--- src/sv/assert_macros.svh ---
// Shared assertion macros for the sprite blitter.
`ifndef ASSERT_MACROS_SVH
`define ASSERT_MACROS_SVH

// Same-cycle implication, held off during reset.
`define SBT_ASSERT_IMPLY(label, clk, rst, ante, cons, msg) \
   label: assert property (@(posedge clk) disable iff (rst) (ante) |-> (cons)) \
      else $error(msg);

// Next-cycle implication, held off during reset.
`define SBT_ASSERT_NEXT(label, clk, rst, ante, cons, msg) \
   label: assert property (@(posedge clk) disable iff (rst) (ante) |=> (cons)) \
      else $error(msg);

`endif

--- src/sv/sbt_pkg.sv ---
`default_nettype none
package sbt_pkg;

   // Frame-buffer geometry
   localparam int unsigned SCREEN_WIDTH = 320;
   localparam logic [15:0] BASE_LIMIT   = 16'd63679;
   localparam logic [7:0]  Y_LIMIT      = 8'd200;

   // Screen width at the width of the column sum (9-bit x plus 10-bit column)
   localparam logic [10:0] SCREEN_WIDTH_X = 11'(SCREEN_WIDTH);
   localparam logic [15:0] SCREEN_WIDTH_A = 16'(SCREEN_WIDTH);

   // Register map indexes (byte address / 4)
   localparam logic [2:0] REG_POS_X         = 3'd0;
   localparam logic [2:0] REG_POS_Y         = 3'd1;
   localparam logic [2:0] REG_SPRITE_WIDTH  = 3'd2;
   localparam logic [2:0] REG_SPRITE_HEIGHT = 3'd3;
   localparam logic [2:0] REG_COLOR_OFFSET  = 3'd4;
   localparam logic [2:0] REG_MIRROR_SIGN   = 3'd5;

   localparam int unsigned CSR_ADDR_W = 5;

   // Mirror sign codes (2-bit two's complement)
   localparam logic [1:0] MIRROR_ZERO = 2'b00;
   localparam logic [1:0] MIRROR_FWD  = 2'b01;
   localparam logic [1:0] MIRROR_DBL  = 2'b10;
   localparam logic [1:0] MIRROR_REV  = 2'b11;

   // Configuration as seen by the datapath
   typedef struct packed {
      logic [8:0]  pos_x;
      logic [7:0]  pos_y;
      logic [15:0] y_base;
      logic [9:0]  sprite_width;
      logic [9:0]  sprite_height;
      logic [7:0]  color_offset;
      logic [1:0]  mirror_sign;
   } cfg_type;

endpackage
`default_nettype wire

--- src/sv/sbt_if.sv ---
`default_nettype none
interface sbt_req_if;
   logic       valid;
   logic       ready;
   logic [7:0] pixel;
   logic       first_pixel;

   modport source (output valid, output pixel, output first_pixel, input ready);
   modport sink (input valid, input pixel, input first_pixel, output ready);
endinterface

interface sbt_rsp_if;
   logic        valid;
   logic        ready;
   logic [15:0] write_addr;
   logic [7:0]  write_data;

   modport source (output valid, output write_addr, output write_data, input ready);
   modport sink (input valid, input write_addr, input write_data, output ready);
endinterface
`default_nettype wire

--- src/sv/sprite_blit_transparent.sv ---
// Sprite blitter with a colour key for a 320-wide, 8-bit frame buffer. Sprite
// pixels enter on req_bus in row-major order, one transfer each; first_pixel
// restarts the column, row and row-base counters from the current registers.
// Every pixel that is not zero (transparent), lies inside the sprite and is
// not clipped at the right edge (x + column >= 320, whatever the mirror sign)
// leaves as one transfer on rsp_bus: address = row base + x + column * mirror
// sign (mod 2^16), data = pixel + colour offset (mod 256). Other pixels give
// no transfer. With x > 320 or y > 200 nothing is drawn and the counters hold;
// once a row ends with the base at 63679 or more, or the last row is done, the
// rest of the sprite is dropped until the next first_pixel. Rate: one pixel
// per cycle while rsp_bus does not stall; pixels pass an input register
// and a result register. The rate is set by the counter and row-base update,
// which is combinational between those two registers. Write the registers
// over the APB port only while no pixel is in flight.
`default_nettype none
module sprite_blit_transparent (
   input  wire logic                           clock,
   input  wire logic                           reset,
   // pixel stream in, write commands out
   sbt_req_if.sink                             req_bus,
   sbt_rsp_if.source                           rsp_bus,
   // register port
   input  wire logic                           psel,
   input  wire logic                           penable,
   input  wire logic                           pwrite,
   input  wire logic [sbt_pkg::CSR_ADDR_W-1:0] paddr,
   input  wire logic [31:0]                    pwdata,
   output logic      [31:0]                    prdata,
   output logic                                pready
);
   import sbt_pkg::*;

   // live configuration, including the precomputed top-row base
   cfg_type cfg;

   // register file: decode APB writes, serve reads
   sbt_csr u_csr (
      .clock   (clock),
      .reset   (reset),
      .psel    (psel),
      .penable (penable),
      .pwrite  (pwrite),
      .paddr   (paddr),
      .pwdata  (pwdata),
      .prdata  (prdata),
      .pready  (pready),
      .cfg     (cfg)
   );

   // pixel datapath: input register, counter update, result register
   sbt_core u_core (
      .clock   (clock),
      .reset   (reset),
      .cfg     (cfg),
      .req_bus (req_bus),
      .rsp_bus (rsp_bus)
   );

endmodule
`default_nettype wire

--- src/sv/sbt_csr.sv ---
`default_nettype none
module sbt_csr (
   input  wire logic                           clock,
   input  wire logic                           reset,
   input  wire logic                           psel,
   input  wire logic                           penable,
   input  wire logic                           pwrite,
   input  wire logic [sbt_pkg::CSR_ADDR_W-1:0] paddr,
   input  wire logic [31:0]                    pwdata,
   output logic      [31:0]                    prdata,
   output logic                                pready,
   output sbt_pkg::cfg_type                    cfg
);
   import sbt_pkg::*;

   logic [8:0]  pos_x_ff;
   logic [7:0]  pos_y_ff;
   logic [15:0] y_base_ff;
   logic [9:0]  width_ff;
   logic [9:0]  height_ff;
   logic [7:0]  offset_ff;
   logic [1:0]  mirror_ff;
   logic [2:0]  index;
   logic        write_en;

   assign pready   = 1'b1;
   assign index    = paddr[CSR_ADDR_W-1:2];
   assign write_en = psel && penable && pwrite;

   always_ff @(posedge clock) begin
      if (reset) begin
         pos_x_ff  <= '0;
         pos_y_ff  <= '0;
         y_base_ff <= '0;
         width_ff  <= '0;
         height_ff <= '0;
         offset_ff <= '0;
         mirror_ff <= MIRROR_FWD;
      end else if (write_en) begin
         case (index)
            REG_POS_X:         pos_x_ff <= pwdata[8:0];
            REG_POS_Y: begin
               pos_y_ff  <= pwdata[7:0];
               // precompute the top row base so the datapath needs no multiplier
               y_base_ff <= 16'({8'd0, pwdata[7:0]} * SCREEN_WIDTH_A);
            end
            REG_SPRITE_WIDTH:  width_ff  <= pwdata[9:0];
            REG_SPRITE_HEIGHT: height_ff <= pwdata[9:0];
            REG_COLOR_OFFSET:  offset_ff <= pwdata[7:0];
            REG_MIRROR_SIGN:   mirror_ff <= pwdata[1:0];
            default: ;
         endcase
      end
   end

   always_comb begin
      case (index)
         REG_POS_X:         prdata = {23'd0, pos_x_ff};
         REG_POS_Y:         prdata = {24'd0, pos_y_ff};
         REG_SPRITE_WIDTH:  prdata = {22'd0, width_ff};
         REG_SPRITE_HEIGHT: prdata = {22'd0, height_ff};
         REG_COLOR_OFFSET:  prdata = {24'd0, offset_ff};
         REG_MIRROR_SIGN:   prdata = {30'd0, mirror_ff};
         default:           prdata = '0;
      endcase
   end

   assign cfg.pos_x         = pos_x_ff;
   assign cfg.pos_y         = pos_y_ff;
   assign cfg.y_base        = y_base_ff;
   assign cfg.sprite_width  = width_ff;
   assign cfg.sprite_height = height_ff;
   assign cfg.color_offset  = offset_ff;
   assign cfg.mirror_sign   = mirror_ff;

endmodule
`default_nettype wire

--- src/sv/sbt_core.sv ---
`default_nettype none
`include "assert_macros.svh"
module sbt_core (
   input  wire logic       clock,
   input  wire logic       reset,
   input  sbt_pkg::cfg_type cfg,
   sbt_req_if.sink         req_bus,
   sbt_rsp_if.source       rsp_bus
);
   import sbt_pkg::*;

   // input register
   logic        s1_valid_ff, s1_valid_in;
   logic [7:0]  s1_pixel_ff;
   logic        s1_first_ff;

   // draw state
   logic [9:0]  col_ff, col_in;
   logic [9:0]  row_ff, row_in;
   logic [15:0] base_ff, base_in;
   logic        done_ff, done_in;

   // result register
   logic        rsp_valid_ff, rsp_valid_in;
   logic [15:0] rsp_addr_ff;
   logic [7:0]  rsp_data_ff;

   // state after an optional restart
   logic [9:0]  col_e;
   logic [9:0]  row_e;
   logic [15:0] base_e;
   logic        done_e;

   logic        adv;
   logic        pos_bad;
   logic        stop;
   logic        produce;
   logic [10:0] x_sum;
   logic [10:0] col_inc;
   logic [9:0]  row_inc;
   logic [15:0] col_ext;
   logic [15:0] col_off;
   logic [15:0] addr;

   // advance the input register whenever the result slot is free or drains
   assign adv           = s1_valid_ff && (!rsp_valid_ff || rsp_bus.ready);
   assign req_bus.ready = !s1_valid_ff || adv;

   always_comb begin
      if (s1_first_ff) begin
         col_e  = '0;
         row_e  = '0;
         base_e = cfg.y_base;
         done_e = (cfg.sprite_width == '0) || (cfg.sprite_height == '0);
      end else begin
         col_e  = col_ff;
         row_e  = row_ff;
         base_e = base_ff;
         done_e = done_ff;
      end
   end

   assign pos_bad = ({2'b00, cfg.pos_x} > SCREEN_WIDTH_X) || (cfg.pos_y > Y_LIMIT);
   assign stop    = done_e || (col_e >= cfg.sprite_width) || (row_e >= cfg.sprite_height);
   assign x_sum   = {2'b00, cfg.pos_x} + {1'b0, col_e};
   assign produce = !pos_bad && !stop && (s1_pixel_ff != '0) && (x_sum < SCREEN_WIDTH_X);
   assign col_inc = {1'b0, col_e} + 11'd1;
   assign row_inc = row_e + 10'd1;
   assign col_ext = {6'd0, col_e};

   always_comb begin
      case (cfg.mirror_sign)
         MIRROR_FWD: col_off = col_ext;
         MIRROR_REV: col_off = 16'd0 - col_ext;
         MIRROR_DBL: col_off = 16'd0 - {col_ext[14:0], 1'b0};
         default:    col_off = '0;
      endcase
   end

   assign addr = base_e + {7'd0, cfg.pos_x} + col_off;

   always_comb begin
      col_in  = col_e;
      row_in  = row_e;
      base_in = base_e;
      done_in = done_e;
      if (pos_bad) begin
         // keep the restart, hold the counters
      end else if (stop) begin
         done_in = 1'b1;
      end else if ({1'b0, cfg.sprite_width} <= col_inc) begin
         col_in = '0;
         if (base_e < BASE_LIMIT) begin
            base_in = base_e + SCREEN_WIDTH_A;
            row_in  = row_inc;
            done_in = (row_inc >= cfg.sprite_height);
         end else begin
            done_in = 1'b1;
         end
      end else begin
         col_in = col_inc[9:0];
      end
   end

   always_comb begin
      if (req_bus.ready) begin
         s1_valid_in = req_bus.valid;
      end else begin
         s1_valid_in = s1_valid_ff;
      end
      if (adv) begin
         rsp_valid_in = produce;
      end else begin
         rsp_valid_in = rsp_valid_ff && !rsp_bus.ready;
      end
   end

   always_ff @(posedge clock) begin
      if (reset) begin
         s1_valid_ff  <= 1'b0;
         rsp_valid_ff <= 1'b0;
         col_ff       <= '0;
         row_ff       <= '0;
         base_ff      <= '0;
         done_ff      <= 1'b0;
      end else begin
         s1_valid_ff  <= s1_valid_in;
         rsp_valid_ff <= rsp_valid_in;
         if (adv) begin
            col_ff  <= col_in;
            row_ff  <= row_in;
            base_ff <= base_in;
            done_ff <= done_in;
         end
      end
   end

   always_ff @(posedge clock) begin
      if (req_bus.ready) begin
         s1_pixel_ff <= req_bus.pixel;
         s1_first_ff <= req_bus.first_pixel;
      end
      if (adv && produce) begin
         rsp_addr_ff <= addr;
         rsp_data_ff <= s1_pixel_ff + cfg.color_offset;
      end
   end

   assign rsp_bus.valid      = rsp_valid_ff;
   assign rsp_bus.write_addr = rsp_addr_ff;
   assign rsp_bus.write_data = rsp_data_ff;

   `SBT_ASSERT_IMPLY(a_done_silent, clock, reset, s1_valid_ff && !s1_first_ff && done_ff, !produce, "finished draw produced a write")
   `SBT_ASSERT_IMPLY(a_no_overwrite, clock, reset, rsp_valid_ff && !rsp_bus.ready, !adv, "pending result overwritten")
   `SBT_ASSERT_NEXT(a_write_lands, clock, reset, adv && produce, rsp_valid_ff, "produced write not presented")

endmodule
`default_nettype wire

--- src/flat_wrapper.sv ---
// flat-port wrapper written by rule: the top's interface ports become plain ports
module sprite_blit_transparent_flat import sbt_pkg::*;
  (clock, reset, psel, penable, pwrite, paddr, pwdata, prdata, pready, req_bus_valid, req_bus_pixel, req_bus_first_pixel, req_bus_ready, rsp_bus_valid, rsp_bus_write_addr, rsp_bus_write_data, rsp_bus_ready);
  sbt_req_if req_bus_i ();
  sbt_rsp_if rsp_bus_i ();
  input  wire logic clock;
  input  wire logic reset;
  input  wire logic psel;
  input  wire logic penable;
  input  wire logic pwrite;
  input  wire logic [sbt_pkg::CSR_ADDR_W-1:0] paddr;
  input  wire logic [31:0] pwdata;
  output logic      [31:0] prdata;
  output logic pready;
  input wire logic [$bits(req_bus_i.valid)-1:0] req_bus_valid;
  input wire logic [$bits(req_bus_i.pixel)-1:0] req_bus_pixel;
  input wire logic [$bits(req_bus_i.first_pixel)-1:0] req_bus_first_pixel;
  output wire logic [$bits(req_bus_i.ready)-1:0] req_bus_ready;
  output wire logic [$bits(rsp_bus_i.valid)-1:0] rsp_bus_valid;
  output wire logic [$bits(rsp_bus_i.write_addr)-1:0] rsp_bus_write_addr;
  output wire logic [$bits(rsp_bus_i.write_data)-1:0] rsp_bus_write_data;
  input wire logic [$bits(rsp_bus_i.ready)-1:0] rsp_bus_ready;
  assign req_bus_i.valid = req_bus_valid;
  assign req_bus_i.pixel = req_bus_pixel;
  assign req_bus_i.first_pixel = req_bus_first_pixel;
  assign req_bus_ready = req_bus_i.ready;
  assign rsp_bus_valid = rsp_bus_i.valid;
  assign rsp_bus_write_addr = rsp_bus_i.write_addr;
  assign rsp_bus_write_data = rsp_bus_i.write_data;
  assign rsp_bus_i.ready = rsp_bus_ready;
  sprite_blit_transparent u_core (.clock(clock), .reset(reset), .req_bus(req_bus_i), .rsp_bus(rsp_bus_i), .psel(psel), .penable(penable), .pwrite(pwrite), .paddr(paddr), .pwdata(pwdata), .prdata(prdata), .pready(pready));
endmodule
--- config.mk ---
export PLATFORM = sky130hd
export DESIGN_NAME = sprite_blit_transparent_flat
export DESIGN_NICKNAME = d
export VERILOG_FILES = /design/src/sv/sbt_pkg.sv /design/src/sv/sbt_if.sv /design/src/sv/sprite_blit_transparent.sv /design/src/sv/sbt_csr.sv /design/src/sv/sbt_core.sv /design/src/flat_wrapper.sv
export VERILOG_INCLUDE_DIRS = /design/src /design/src/sv
export SDC_FILE = /design/constraint.sdc
export NUM_CORES = 1
export LEC_CHECK = 0
export ABC_AREA = 1
export BUFFER_PORTS_ARGS = -buffer_cell sky130_fd_sc_hd__buf_2
export CAP_MARGIN = 5
export CORE_MARGIN = 1.5
export CORE_UTILIZATION = 30
export CTS_CLUSTER_SIZE = 20
export DETAILED_ROUTE_END_ITERATION = 12
export GPL_TIMING_DRIVEN = 0
export PLACE_DENSITY_LB_ADDON = 0.08
export SYNTH_ARGS = -nofsm -noshare
export SYNTH_HDL_FRONTEND = slang
export SYNTH_SLANG_ARGS = --single-unit
--- constraint.sdc ---
create_clock -name clock -period 9.12 [get_ports clock]
set_input_delay 0 -clock clock [delete_from_list [all_inputs] [get_ports clock]]
set_output_delay 0 -clock clock [all_outputs]
set_load 0.01 [all_outputs]
# ---- After elaboration in Yosys (flattened, before gate mapping)
# Cells that the tools add are included.
dict set report word_totals {
  reg_bits 129
  out_inout_bits 59
}
dict set report classes {
  add_sub_neg 9
  n_mul 1
  n_lt_le_gt_ge 8
  eq_ne 8
  n_mux 22
  n_reduce_logical 29
}
# op count
set ops {}
lappend ops {{$mux W10} 9}
lappend ops {{$mux W16} 5}
lappend ops {{$pmux W10 S6} 1}
lappend ops {{$pmux W16 S3} 1}
lappend ops {{$ge A10 B10 Y1} 3}
lappend ops {{$logic_not A10 Y1} 2}
lappend ops {{$add A16 B16 Y16} 1}
lappend ops {{$add A16 B9 Y16} 1}
lappend ops {{$add A16 B9 Y16 const B} 1}
lappend ops {{$lt A16 B16 Y1 const B} 1}
lappend ops {{$reduce_and A2 Y1} 6}
lappend ops {{$sub A1 B11 Y12 const A} 1}
lappend ops {{$add A10 B1 Y11 const B} 1}
lappend ops {{$add A9 B10 Y11} 1}
lappend ops {{$le A10 B11 Y1} 1}
lappend ops {{$lt A11 B9 Y1 const B} 1}
lappend ops {{$sub A1 B10 Y11 const A} 1}
lappend ops {{$add A10 B1 Y10 const B} 1}
lappend ops {{$mul A8 B3 Y10 const B} 1}
lappend ops {{$gt A9 B9 Y1 const B} 1}
lappend ops {{$add A8 B8 Y8} 1}
lappend ops {{$gt A8 B8 Y1 const B} 1}
lappend ops {{$logic_and A1 B1 Y1} 8}
lappend ops {{$reduce_bool A8 Y1} 1}
lappend ops {{other kinds (9)} 26}

# ---- Logic depth before layout (Yosys ltp)
# Gate-level depths: netlist of the first run.
dict set report depth {
  depth_word 10
  depth_mapped 21
  depth_no_buf 21
}

# ---- Modules after synthesis
# A second synthesis of the first run with hierarchy kept.
dict set report hier_totals {
  cells_unflattened 1365
  hier_area_um2 9775.6
}
# module instances cells_each area_per_inst_um2 seq_area_each_um2
set modules_own_cells {}
lappend modules_own_cells {sbt_core 1 967 6944.2 1771.7}
lappend modules_own_cells {sbt_csr 1 398 2831.5 1101.1}

# ---- Worst setup path before layout of the first run
# No wires, ideal clock.
dict set report synth_timing {
  path_type {register -> register}
  from {reg u_core.u_core.s1_first_ff}
  to {reg u_core.u_core.rsp_addr_ff[13] (netlist: u_core.u_core.rsp_bus.write_addr[13]) (data pin)}
  setup_time_ns 0.262
  t_arrival_ns 3.459
  t_required_ns 8.858
  path_slack_ns 5.398
  stages_incl_launch_ff 19
  path_cell_list {edfxtp_1 > buf_6 > nor2_8 > inv_1 > ha_1 > a22oi_1 > o21ai_0 > fa_1 > ha_1 > fa_1 > nand3_1 > nand2_1 > nand2_1 > nand2_1 > o21ai_0 > o21ai_0 > a21oi_1 > o21bai_1 > xor2_1}
}
dict set report synth_between {
  elab_chain_len 4
  elab_cells_between_ends 7
}
# element line_no
set synth_lines {}
lappend synth_lines {{start: declaration} sbt_core.sv:15} ;# logic s1_first_ff;
lappend synth_lines {{start signal: assignment} sbt_core.sv:141} ;# s1_first_ff <= req_bus.first_pixel;
lappend synth_lines {{$mux W10} sbt_core.sv:50} ;# if (s1_first_ff) begin
lappend synth_lines {{$sub A1 B11 Y12 / $sub A1 B10 Y11 (equally long branches)} {sbt_core.sv:75, sbt_core.sv:74}}
lappend synth_lines {{$pmux W16 S3} sbt_core.sv:72} ;# case (cfg.mirror_sign)
lappend synth_lines {{$add A16 B16 Y16 *} sbt_core.sv:80} ;# assign addr = base_e + {7'd0, cfg.pos_x} + col_off;
lappend synth_lines {{via u_core.u_core.addr[13]} sbt_core.sv:43} ;# logic [15:0] addr;
lappend synth_lines {{end signal: assignment} sbt_core.sv:144} ;# rsp_addr_ff <= addr;
lappend synth_lines {{end: declaration} sbt_core.sv:25} ;# logic [15:0] rsp_addr_ff;
# Mark *: on every way through the listed nets, which the timed path passes. The rest lies on a longest branch.
# A chain may end at the register's enable or synchronous reset.

# ---- Worst setup path in the final report of the first run
# Ends and elaborated chain as after synthesis.

==> impl_metrics.env, run 1 <==
export IMPL_cts_tree="done"
export IMPL_initial_core_util_pct=30.4
export IMPL_synth_top_area_share_pct=20.2
export IMPL_fin_skew_ps=13.7
export IMPL_wl_per_cell_um=17.3
export IMPL_numCtsBuffers=17
export IMPL_yosys_area_share_simple_pct=22.5
export IMPL_cts_root_buf="clkbuf_16"
export IMPL_first_iter_violations=499
export IMPL_gp_congestion=0.877
export IMPL_first_global_vias=8003
export IMPL_die_h_um=179
export IMPL_hp_class="input port to flop"
export IMPL_drv_slew=0
export IMPL_synth_cell_types=52
export IMPL_power_frac_seq_pct=39.7
export IMPL_synth_xor_area_share_pct=4.22
export IMPL_cp_slowest_cell="fa_1"
export IMPL_synth_most_common_cell="nand2_1"
export IMPL_coreArea_um2=30600
export IMPL_internal_power_mw=1.06
export IMPL_setup_viol=0
export IMPL_critPathLaunchType="flop"
export IMPL_power_frac_comb_pct=13.9
export IMPL_routed_wl_um=30900
export IMPL_ys_flop_type="dfxtp_1"
export IMPL_vias_per_cell=4.81
export IMPL_num_antenna_cells=0
export IMPL_cap_viol_max_count=0
export IMPL_vias=8587
export IMPL_cp_top_family="adder cells"
export IMPL_synth_area_top_cells="dfxtp_1 20%, ha_1 12%, edfxtp_1 11%"
export IMPL_fin_setup_tns_ps=0
export IMPL_finalCriticalPeriod_ps=4290
export IMPL_crit_buf_inv=2
export IMPL_synth_cells=1254
export IMPL_area_growth_synth_to_final_pct=18.1
export IMPL_p_per_area_nw_per_um2=137
export IMPL_synth_edff_count=33
export IMPL_drive_gt1_share_pct=13.1
export IMPL_worstMarginPinSlew_ps=1030
export IMPL_synth_warnings=0
export IMPL_io_pins=112
export IMPL_status="completed"
export IMPL_p_leak_nw=5.16
export IMPL_drc=0
export IMPL_switching_share_pct=30.0
export IMPL_grt_max_degree=25
export IMPL_cts_sinks=127
export IMPL_timing_hold_violations_final=0
export IMPL_power_switching_uw=454
export IMPL_gr_total_overflow=0
export IMPL_max_stage_delay_ps=460
export IMPL_firstDrtPassIters=5
export IMPL_peakVddDrop_mv=0.138
export IMPL_rsz0062_at_grt="no"
export IMPL_synth_compound_gate_area_share_pct=16.6
export IMPL_synth_top_family_by_area="simple AND/OR/NAND/NOR gates"
export IMPL_port_buffers=63
export IMPL_worstPathMaxFanout=10
export IMPL_synth_area_um2=9310
export IMPL_slew_headroom_pct=31.2
export IMPL_crit_path_end_kind="flop"
export IMPL_yosys_area_share_adder_pct=14.7
export IMPL_cp_required_ps=9300
export IMPL_ys_seq_elements=127
export IMPL_row_count=64
export IMPL_clk_pin_slew_ps=70
export IMPL_r2r_setup_slack_ps=4830
export IMPL_grt_pass1_wl_um=47400
export IMPL_antenna_found_initial=0
export IMPL_cts_path_max_buffers=2
export IMPL_synth_top_cell_by_area="dfxtp_1"
export IMPL_yosysSeqAreaShare_pct=30.8
export IMPL_synthMuxAreaShare_pct=0
export IMPL_ctsResizeCount=0
export IMPL_die_w_um=179
export IMPL_dieArea_um2=32100
export IMPL_async_flop_share_pct=0
export IMPL_total_power_mw=1.51
export IMPL_antenna_left=0
export IMPL_fill_cells=3322
export IMPL_clock_fmax_ghz=0.233
export IMPL_grt_usage_pct=20.0
export IMPL_synth_common_cells="223 x nand2_1, 171 x inv_1, 113 x nor2_1"
export IMPL_arrival_ps=4480
export IMPL_fin_crit_sh_pct=47.1
export IMPL_dp_final_hpwl_um=24500
export IMPL_avgSynthCellArea_um2=7.43
export IMPL_htree_levels=4
export IMPL_crit_chain="buf_6 -> nor2_8 -> inv_1 -> ha_1 -> a22oi_1 -> o21ai_0 -> fa_1 -> ha_1 -> fa_1 -> nand3_1 -> nand2_1 -> nand2_1 -> nand2_1 -> o21ai_0 -> o21ai_0 -> a21oi_1 -> o21bai_1 -> xor2_1"
export IMPL_critical_path_class="flop to flop"
export IMPL_power_frac_clock_pct=46.5
export IMPL_insertion_delay_ps=440
export IMPL_finalNetCount=1533
-- sequential cells by signal (all words and copies together) (netlist names), 2 cells and up --
name                              count
u_core.u_core.row_ff                 10
u_core.u_csr.mirror_ff                2
u_core.u_core.rsp_bus.write_addr     16
u_core.u_csr.offset_ff                8
u_core.u_csr.y_base_ff                8
u_core.u_csr.height_ff               10
u_core.u_csr.pos_x_ff                 9
u_core.u_core.rsp_bus.write_data      8
u_core.u_core.s1_pixel_ff             8
u_core.u_core.col_ff                 10
u_core.u_csr.pos_y_ff                 8
u_core.u_core.base_ff                16
u_core.u_csr.width_ff                10
-- area by class of cell --
| class | count | area (µm²) | share of cell area [%] |
|---|---|---|---|
| Clock inverter | 14 | 148 | 1.34 |
| Buffer | 54 | 342 | 3.11 |
| Sequential cell | 127 | 2870 | 26.1 |
| Multi-Input combinational cell | 910 | 5490 | 49.9 |
| Clock buffer | 18 | 439 | 3.99 |
| Inverter | 184 | 691 | 6.28 |
| Tap cell | 396 | 495 | 4.50 |
| Timing Repair Buffer | 84 | 526 | 4.78 |
-- path summary, 6_finish.rpt --
kind / start / endpoint / cells past startpoint
setup reg to reg: u_core.u_core.s1_first_ff / u_core.u_core.rsp_bus.write_addr[13] / 18
hold / removal: reset / u_core.u_csr.y_base_ff[12] / 4
hold reg to reg: u_core.u_core.base_ff[3] / u_core.u_core.base_ff[3] / 2
setup / recovery: u_core.u_core.s1_first_ff / u_core.u_core.rsp_bus.write_addr[13] / 18
-- repair_timing --
| item | in CTS | in global routing |
|---|---|---|
| setup buffers | 0 | 0 |
| endpoints found under the hold margin | 37 | 0 |
| hold buffers | 21 | 0 |
-- power groups by stage --
stage                     combinational (mW)  sequential [mW]  clock, mW
final                                  0.209            0.600      0.703
after global routing                   0.237            0.601      0.741
after CTS                              0.210            0.599      0.716
after detailed placement               0.203            0.612          0
after global placement                 0.203            0.612          0
after floorplan                        0.141            0.609          0
-- cells by family after synthesis --
family | after synthesis
simple gates | 465
compound gates | 276
buf+inv | 238
flops | 127
fa+ha+maj | 102
xor+xnor | 44
other cells | 2
-- placed cells by master (no fill, tap or decap), drive strengths merged, types with 38 or more instances in the layout --
| cell | Yosys | routed |
|---|---|---|
| nand2 | 230 | 230 |
| nand3 | 67 | 67 |
| a21oi | 110 | 110 |
| clkbuf | 20 | 38 |
| nor2 | 130 | 130 |
| inv | 184 | 192 |
| buf | 34 | 97 |
| dfxtp | 94 | 94 |
| o21ai | 112 | 112 |
| ha | 90 | 90 |
-- worst register-to-register path, stage by stage, from the launching register on --
cell	delay, ps
edfxtp_1	430
buf_6	190
nor2_8	160
inv_1	190
ha_1	410
a22oi_1	210
o21ai_0	160
fa_1	460
ha_1	230
fa_1	410
nand3_1	100
nand2_1	90
nand2_1	80
nand2_1	40
o21ai_0	160
o21ai_0	200
a21oi_1	250
o21bai_1	110
xor2_1	140
-- metal layers --
metal | global-route usage [%] | wire length [µm]
met1 | 28.3 | 15400
met2 | 32.3 | 14100
met3 | 3.03 | 1130
met4 | 3.51 | 235
met5 | 0 | 0
-- stage by stage --
stage / setup slack [ps] / hold WS [ps] / utilization (%) / std cells / cell area (µm²)
2_1_floorplan: 5400 / 98.9 / - / 1275 / 9390
3_3_place_gp: 4830 / 176 / 33.4 / 1734 / 10200
3_5_place_dp: 4780 / 178 / 33.4 / 1734 / 10200
4_1_cts: 4770 / 106 / 36.0 / 1787 / 11000
5_1_grt: 4540 / 160 / 36.0 / 1787 / 11000
6_report: 4830 / 128 / 36.0 / 1787 / 11000
No activity file was read; power rests on OpenSTA's default activity.
==> inputs of run 2 (changes only) <==
==> constraint.sdc (replaced) <==
create_clock -name clock -period 4.4 [get_ports clock]
set_input_delay 0 -clock clock [delete_from_list [all_inputs] [get_ports clock]]
set_output_delay 0 -clock clock [all_outputs]
set_load 0.01 [all_outputs]
==> run 2 against run 1 <==
  * Sequential share of layout area about the same
  * First-iteration DRC count decreased by 5.0%
  * Register-to-register slack got worse by 4600 ps
  * Sequential power increased by 110%
  * Worst setup slack got worse by 4600 ps
  * Routed wire length about the same
  * Maximum frequency increased by 4.1%
  * Non-clock buffer count unchanged
  * Clock power increased by 110%
  * Count of clock-buffer cells in the layout unchanged
  * Utilization about the same
  * Global-route usage unchanged
  * Critical path type unchanged
==> impl_metrics.env, run 2 (synthesis gave the netlist of run 1 again) <==
export IMPL_status="completed"
export IMPL_num_antenna_cells=0
export IMPL_met1_usage_pct=28.3
export IMPL_arrival_ps=4310
export IMPL_worstMarginPinSlew_ps=805
export IMPL_grt_pass1_wl_um=47400
export IMPL_most_common_layout_cells="223 x nand2_1, 170 x inv_1, 113 x nor2_1"
export IMPL_fill_cells=3321
export IMPL_worstPathMaxFanout=10
export IMPL_initial_core_util_pct=30.4
export IMPL_area_growth_synth_to_final_pct=18.2
export IMPL_power_frac_comb_pct=13.9
export IMPL_antenna_left=0
export IMPL_crit_start="u_core.u_core.s1_first_ff"
export IMPL_final_common_cell="nand2_1"
export IMPL_finalCriticalPeriod_ps=4120
export IMPL_fin_skew_ps=14.4
export IMPL_die_h_um=179
export IMPL_cts_sinks=127
export IMPL_use_met2_pct=32.3
export IMPL_critPathLaunchType="flop"
export IMPL_total_power_mw=3.14
export IMPL_die_w_um=179
export IMPL_drv_slew=0
export IMPL_cp_slowest_cell="fa_1"
export IMPL_r2r_start="u_core.u_core.s1_first_ff"
export IMPL_first_iter_violations=474
export IMPL_finalNetCount=1533
export IMPL_coreArea_um2=30600
export IMPL_vias=8581
export IMPL_r2r_setup_slack_ps=280
export IMPL_reg2reg_to="u_core.u_core.rsp_bus.write_addr[13]"
export IMPL_switching_share_pct=30.1
export IMPL_first_global_vias=8003
export IMPL_setup_viol=0
export IMPL_cts_path_max_buffers=2
export IMPL_firstDrtPassIters=5
export IMPL_row_count=64
export IMPL_postCtsSetupRepairBufs=0
export IMPL_p_leak_nw=5.15
export IMPL_grt_usage_pct=20.0
export IMPL_drc=0
export IMPL_cp_required_ps=4580
export IMPL_busiest_layer="met2"
export IMPL_holdWs_ps=129
export IMPL_place_ws_ps=63.1
export IMPL_drive_gt1_share_pct=13.3
export IMPL_max_stage_delay_ps=460
export IMPL_antenna_found_initial=0
export IMPL_timing_hold_violations_final=0
export IMPL_crit_top_cell="nand2_1"
export IMPL_power_frac_seq_pct=39.6
export IMPL_wl_per_cell_um=17.3
export IMPL_power_switching_uw=943
export IMPL_fin_crit_sh_pct=93.7
export IMPL_slew_headroom_pct=46.3
export IMPL_crit_path_end="u_core.u_core.rsp_bus.write_addr[13]"
export IMPL_ff2ff_path_depth=18
export IMPL_critical_path_class="flop to flop"
export IMPL_dp_final_hpwl_um=24500
export IMPL_clock_fmax_ghz=0.243
export IMPL_hp_class="input port to flop"
export IMPL_vias_per_cell=4.80
export IMPL_peakVddDrop_mv=0.285
export IMPL_post_dp_cell_area_um2=10200
export IMPL_setup_ws_ps=277
export IMPL_fin_setup_tns_ps=0
export IMPL_met3_usage_pct=3.03
export IMPL_crit_path_end_kind="flop"
export IMPL_grt_max_degree=25
export IMPL_fin_util_pct=36.0
export IMPL_gr_total_overflow=0
export IMPL_clk_pin_slew_ps=70
export IMPL_dp_cells=1734
export IMPL_power_frac_clock_pct=46.5
export IMPL_internal_power_mw=2.19
export IMPL_cts_root_buf="clkbuf_16"
export IMPL_htree_levels=4
export IMPL_crit_chain="buf_6 -> nor2_8 -> inv_1 -> ha_2 -> a22oi_1 -> o21ai_0 -> fa_1 -> ha_1 -> fa_1 -> nand3_1 -> nand2_1 -> nand2_1 -> nand2_1 -> o21ai_0 -> o21ai_1 -> a21oi_2 -> o21bai_1 -> xor2_1"
export IMPL_gp_congestion=0.877
export IMPL_numCtsBuffers=17
export IMPL_port_buffers=63
export IMPL_cts_tree="done"
export IMPL_routed_wl_um=30900
export IMPL_io_pins=112
export IMPL_dieArea_um2=32100
export IMPL_instances_no_fill=1787
export IMPL_cap_viol_max_count=0
export IMPL_rsz0062_at_grt="no"
export IMPL_stdcell_area_um2=11000
export IMPL_insertion_delay_ps=440
export IMPL_p_per_area_nw_per_um2=285
[run 2: cell count changes in the layout (fill, tap and decap cells not counted), sizes merged]
cell	delta
clkinvlp	+1
inv	-1
[run 2: cell type report]
class	instances	area, µm²	share of cell area (%)
Multi-Input combinational cell	910	5490	49.9
Sequential cell	127	2870	26.1
Inverter	184	694	6.31
Timing Repair Buffer	84	526	4.77
Tap cell	396	495	4.50
Clock buffer	18	439	3.99
Buffer	54	342	3.10
Clock inverter	14	148	1.34
[run 2: worst min-delay path by stage]
| stage | start | endpoint | slack [ps] | cells past startpoint |
|---|---|---|---|---|
| after floorplan | req_bus_first_pixel | u_core.u_core.s1_first_ff | 100 | 0 |
| after global routing | paddr[3] | u_core.u_csr.mirror_ff[1] | 160 | 5 |
| final | reset | u_core.u_csr.y_base_ff[12] | 130 | 4 |
| after CTS | paddr[3] | u_core.u_csr.mirror_ff[1] | 110 | 5 |
| after global placement | req_bus_pixel[4] | u_core.u_core.s1_pixel_ff[4] | 180 | 1 |
| after detailed placement | req_bus_pixel[6] | u_core.u_core.s1_pixel_ff[6] | 180 | 1 |
[run 2: what timing repair did]
item                                    4_1_cts  5_1_grt
resized for setup                             0        4
endpoints found under the setup margin        0       26
endpoints found under the hold margin        37        0
hold buffers                                 21        0
[run 2: power groups by stage]
stage | combinational [mW] | sequential (mW) | clock (mW)
after global routing | 0.491 | 1.25 | 1.54
after CTS | 0.436 | 1.24 | 1.48
after global placement | 0.420 | 1.27 | 0
after floorplan | 0.293 | 1.26 | 0
after detailed placement | 0.420 | 1.27 | 0
final | 0.434 | 1.24 | 1.46
[run 2: worst max-delay path: cells and delay by family (launching register included)]
kind / cells / cell delay [ps]
buffers and inverters: 2 / 380
adder cells (fa/ha/maj): 4 / 1460
AO/OA/AOI/OAI: 6 / 970
XOR/XNOR: 1 / 140
flip-flops: 1 / 430
AND/OR/NAND/NOR: 5 / 470
[run 2: metal layers]
| metal | vias to the layer above | wire length, µm | share of wire, % |
|---|---|---|---|
| li1 | 4383 | - | - |
| met4 | 0 | 214 | 0.69 |
| met3 | 15 | 1180 | 3.8 |
| met2 | 213 | 14100 | 46 |
| met1 | 3970 | 15300 | 50 |
| met5 | - | 0 | 0 |
==> inputs of run 3 (changes only) <==
--- a/config.mk
+++ b/config.mk
@@ -10,7 +10,7 @@
 export BUFFER_PORTS_ARGS = -buffer_cell sky130_fd_sc_hd__buf_2
 export CAP_MARGIN = 5
 export CORE_MARGIN = 1.5
-export CORE_UTILIZATION = 30
+export CORE_UTILIZATION = 35
 export CTS_CLUSTER_SIZE = 20
 export DETAILED_ROUTE_END_ITERATION = 12
 export GPL_TIMING_DRIVEN = 0
==> run 3 against run 2 <==
  * Global-route usage rose by 1.5 points
  * Worst setup slack gained 14 ps
  * Sequential power is essentially flat
  * Via count hardly changed
  * Maximum frequency up 0.34%
  * Cell count is 3.4% lower
  * Critical path type unchanged
  * Sequential share of layout area grew 0.23 points
  * Sequential cell count stayed put
  * Utilization increased by 5.9 points
  * Design area shrank 0.86%
  * Largest power group unchanged
==> impl_metrics.env, run 3 (synthesis gave the netlist of run 1 again) <==
export IMPL_cp_slowest_cell="fa_1"
export IMPL_die_w_um=166
export IMPL_crit_path_end="u_core.u_core.rsp_bus.write_addr[13]"
export IMPL_crit_start="u_core.u_core.s1_first_ff"
export IMPL_setup_viol=0
export IMPL_p_per_area_nw_per_um2=285
export IMPL_row_count=59
export IMPL_vias=8575
export IMPL_cts_sinks=127
export IMPL_area_growth_synth_to_final_pct=17.2
export IMPL_dp_final_hpwl_um=23200
export IMPL_first_iter_violations=580
export IMPL_hp_class="input port to flop"
export IMPL_htree_levels=4
export IMPL_seq_area_um2=2870
export IMPL_worstPathMaxFanout=10
export IMPL_antenna_found_initial=0
export IMPL_cap_viol_max_count=0
export IMPL_numCtsBuffers=17
export IMPL_postCtsSetupRepairBufs=0
export IMPL_cts_path_max_buffers=2
export IMPL_gp_congestion=0.901
export IMPL_peakVddDrop_mv=0.214
export IMPL_fill_cells=2721
export IMPL_fin_setup_tns_ps=0
export IMPL_p_leak_nw=5.15
export IMPL_gr_total_overflow=0
export IMPL_max_stage_delay_ps=460
export IMPL_port_buffers=63
export IMPL_cts_root_buf="clkbuf_16"
export IMPL_cp_required_ps=4570
export IMPL_drc=0
export IMPL_clk_pin_slew_ps=70
export IMPL_ff2ff_path_depth=18
export IMPL_slew_headroom_pct=32.9
export IMPL_worstMarginPinSlew_ps=1000
export IMPL_finalNetCount=1533
export IMPL_coreArea_um2=26100
export IMPL_finalCriticalPeriod_ps=4110
export IMPL_r2r_start="u_core.u_core.s1_first_ff"
export IMPL_wl_per_cell_um=17.1
export IMPL_vias_per_cell=4.97
export IMPL_r2r_setup_slack_ps=290
export IMPL_crit_path_end_kind="flop"
export IMPL_fin_crit_sh_pct=93.4
export IMPL_crit_chain="buf_6 -> nor2_8 -> inv_1 -> ha_1 -> a22oi_1 -> o21ai_0 -> fa_1 -> ha_1 -> fa_1 -> nand3_1 -> nand2_1 -> nand2_1 -> nand2_1 -> o21ai_1 -> o21ai_1 -> a21oi_2 -> o21bai_1 -> xor2_1"
export IMPL_dieArea_um2=27600
export IMPL_cts_tree="done"
export IMPL_grt_pass1_wl_um=45500
export IMPL_rsz0062_at_grt="no"
export IMPL_clock_fmax_ghz=0.243
export IMPL_routed_wl_um=29400
export IMPL_num_antenna_cells=0
export IMPL_initial_core_util_pct=35.7
export IMPL_critPathLaunchType="flop"
export IMPL_final_common_cell="nand2_1"
export IMPL_firstDrtPassIters=5
export IMPL_critical_path_class="flop to flop"
export IMPL_antenna_left=0
export IMPL_crit_top_cell="nand2_1"
export IMPL_total_power_mw=3.11
export IMPL_drive_gt1_share_pct=13.2
export IMPL_drv_slew=0
export IMPL_reg2reg_to="u_core.u_core.rsp_bus.write_addr[13]"
export IMPL_status="completed"
export IMPL_die_h_um=166
export IMPL_most_common_layout_cells="223 x nand2_1, 171 x inv_1, 113 x nor2_1"
export IMPL_fin_util_pct=41.9
export IMPL_arrival_ps=4280
export IMPL_timing_hold_violations_final=0
export IMPL_fin_skew_ps=14.6
export IMPL_first_global_vias=8142
export IMPL_io_pins=112
export IMPL_insertion_delay_ps=430
export IMPL_grt_usage_pct=21.4
export IMPL_holdWs_ps=129
export IMPL_multi_input_area_um2=5490
export IMPL_grt_max_degree=25
==> run 3: cell types whose count changed in the layout (fill, tap and decap cells not counted) <==
| cell | change |
|---|---|
| o21ai_1 | +1 |
| inv_6 | +2 |
| ha_1 | +1 |
| clkinv_2 | +1 |
| o21ai_0 | -1 |
| clkbuf_8 | -1 |
| ha_2 | -1 |
| inv_1 | +1 |
| inv_8 | -1 |
| clkinv_4 | -2 |
==> run 3: critical path, delay by kind of cell, from the launching register on <==
family	cells	cell delay (ps)
simple gates	5	460
buf+inv	2	360
xor+xnor	1	140
fa+ha+maj	4	1510
flops	1	430
compound gates	6	950
==> run 3: worst min-delay path by stage <==
stage | slack, ps | from | cells past startpoint | end
floorplan | 100 | req_bus_first_pixel | 0 | u_core.u_core.s1_first_ff
global placement | 180 | req_bus_pixel[6] | 1 | u_core.u_core.s1_pixel_ff[6]
detailed placement | 180 | req_bus_pixel[0] | 1 | u_core.u_core.s1_pixel_ff[0]
CTS | 110 | paddr[3] | 5 | u_core.u_csr.mirror_ff[0]
global route | 190 | paddr[3] | 5 | u_core.u_csr.mirror_ff[1]
finish | 130 | paddr[3] | 5 | u_core.u_csr.mirror_ff[0]
==> run 3: what timing repair did <==
action                     in CTS  in global routing
setup endpoints to repair       0                  1
hold buffers                   21                  0
hold endpoints to repair       36                  0
gates resized for setup         0                  3
==> run 3: routing by layer <==
| layer | vias up | share of wire (%) | GRT usage (%) |
|---|---|---|---|
| li1 | 4385 | - | - |
| met1 | 3940 | 49 | 29.9 |
| met2 | 221 | 45 | 35.1 |
| met3 | 29 | 4.3 | 2.69 |
| met4 | 0 | 1.3 | 5.21 |
| met5 | - | 0 | 0 |
==> run 3: power by group <==
group	switching (mW)	total (mW)	leakage, nW	internal, mW
sequential	0.0186	1.24	1.08	1.22
combinational	0.279	0.432	3.80	0.153
clock	0.634	1.43	0.279	0.797
total	0.931	3.11	5.15	2.17
==> run 3: cell type report <==
cell class,count,area share [%]
clock buffer,17,3.90
sequential,127,26.3
inverter,184,6.33
buffer,54,3.13
clock inverter,15,1.36
multi-input combinational,910,50.3
tap,335,3.84
timing repair buffer,84,4.81
==> run 3: metrics by stage <==
| step | cell area, µm² | cells | setup WS (ps) |
|---|---|---|---|
| final | 10900 | 1726 | 291 |
| after global routing | 10900 | 1726 | 4.31 |
| after CTS | 10900 | 1726 | 132 |
| after detailed placement | 10100 | 1673 | 148 |
| after global placement | 10100 | 1673 | 149 |
| after floorplan | 9390 | 1275 | 678 |
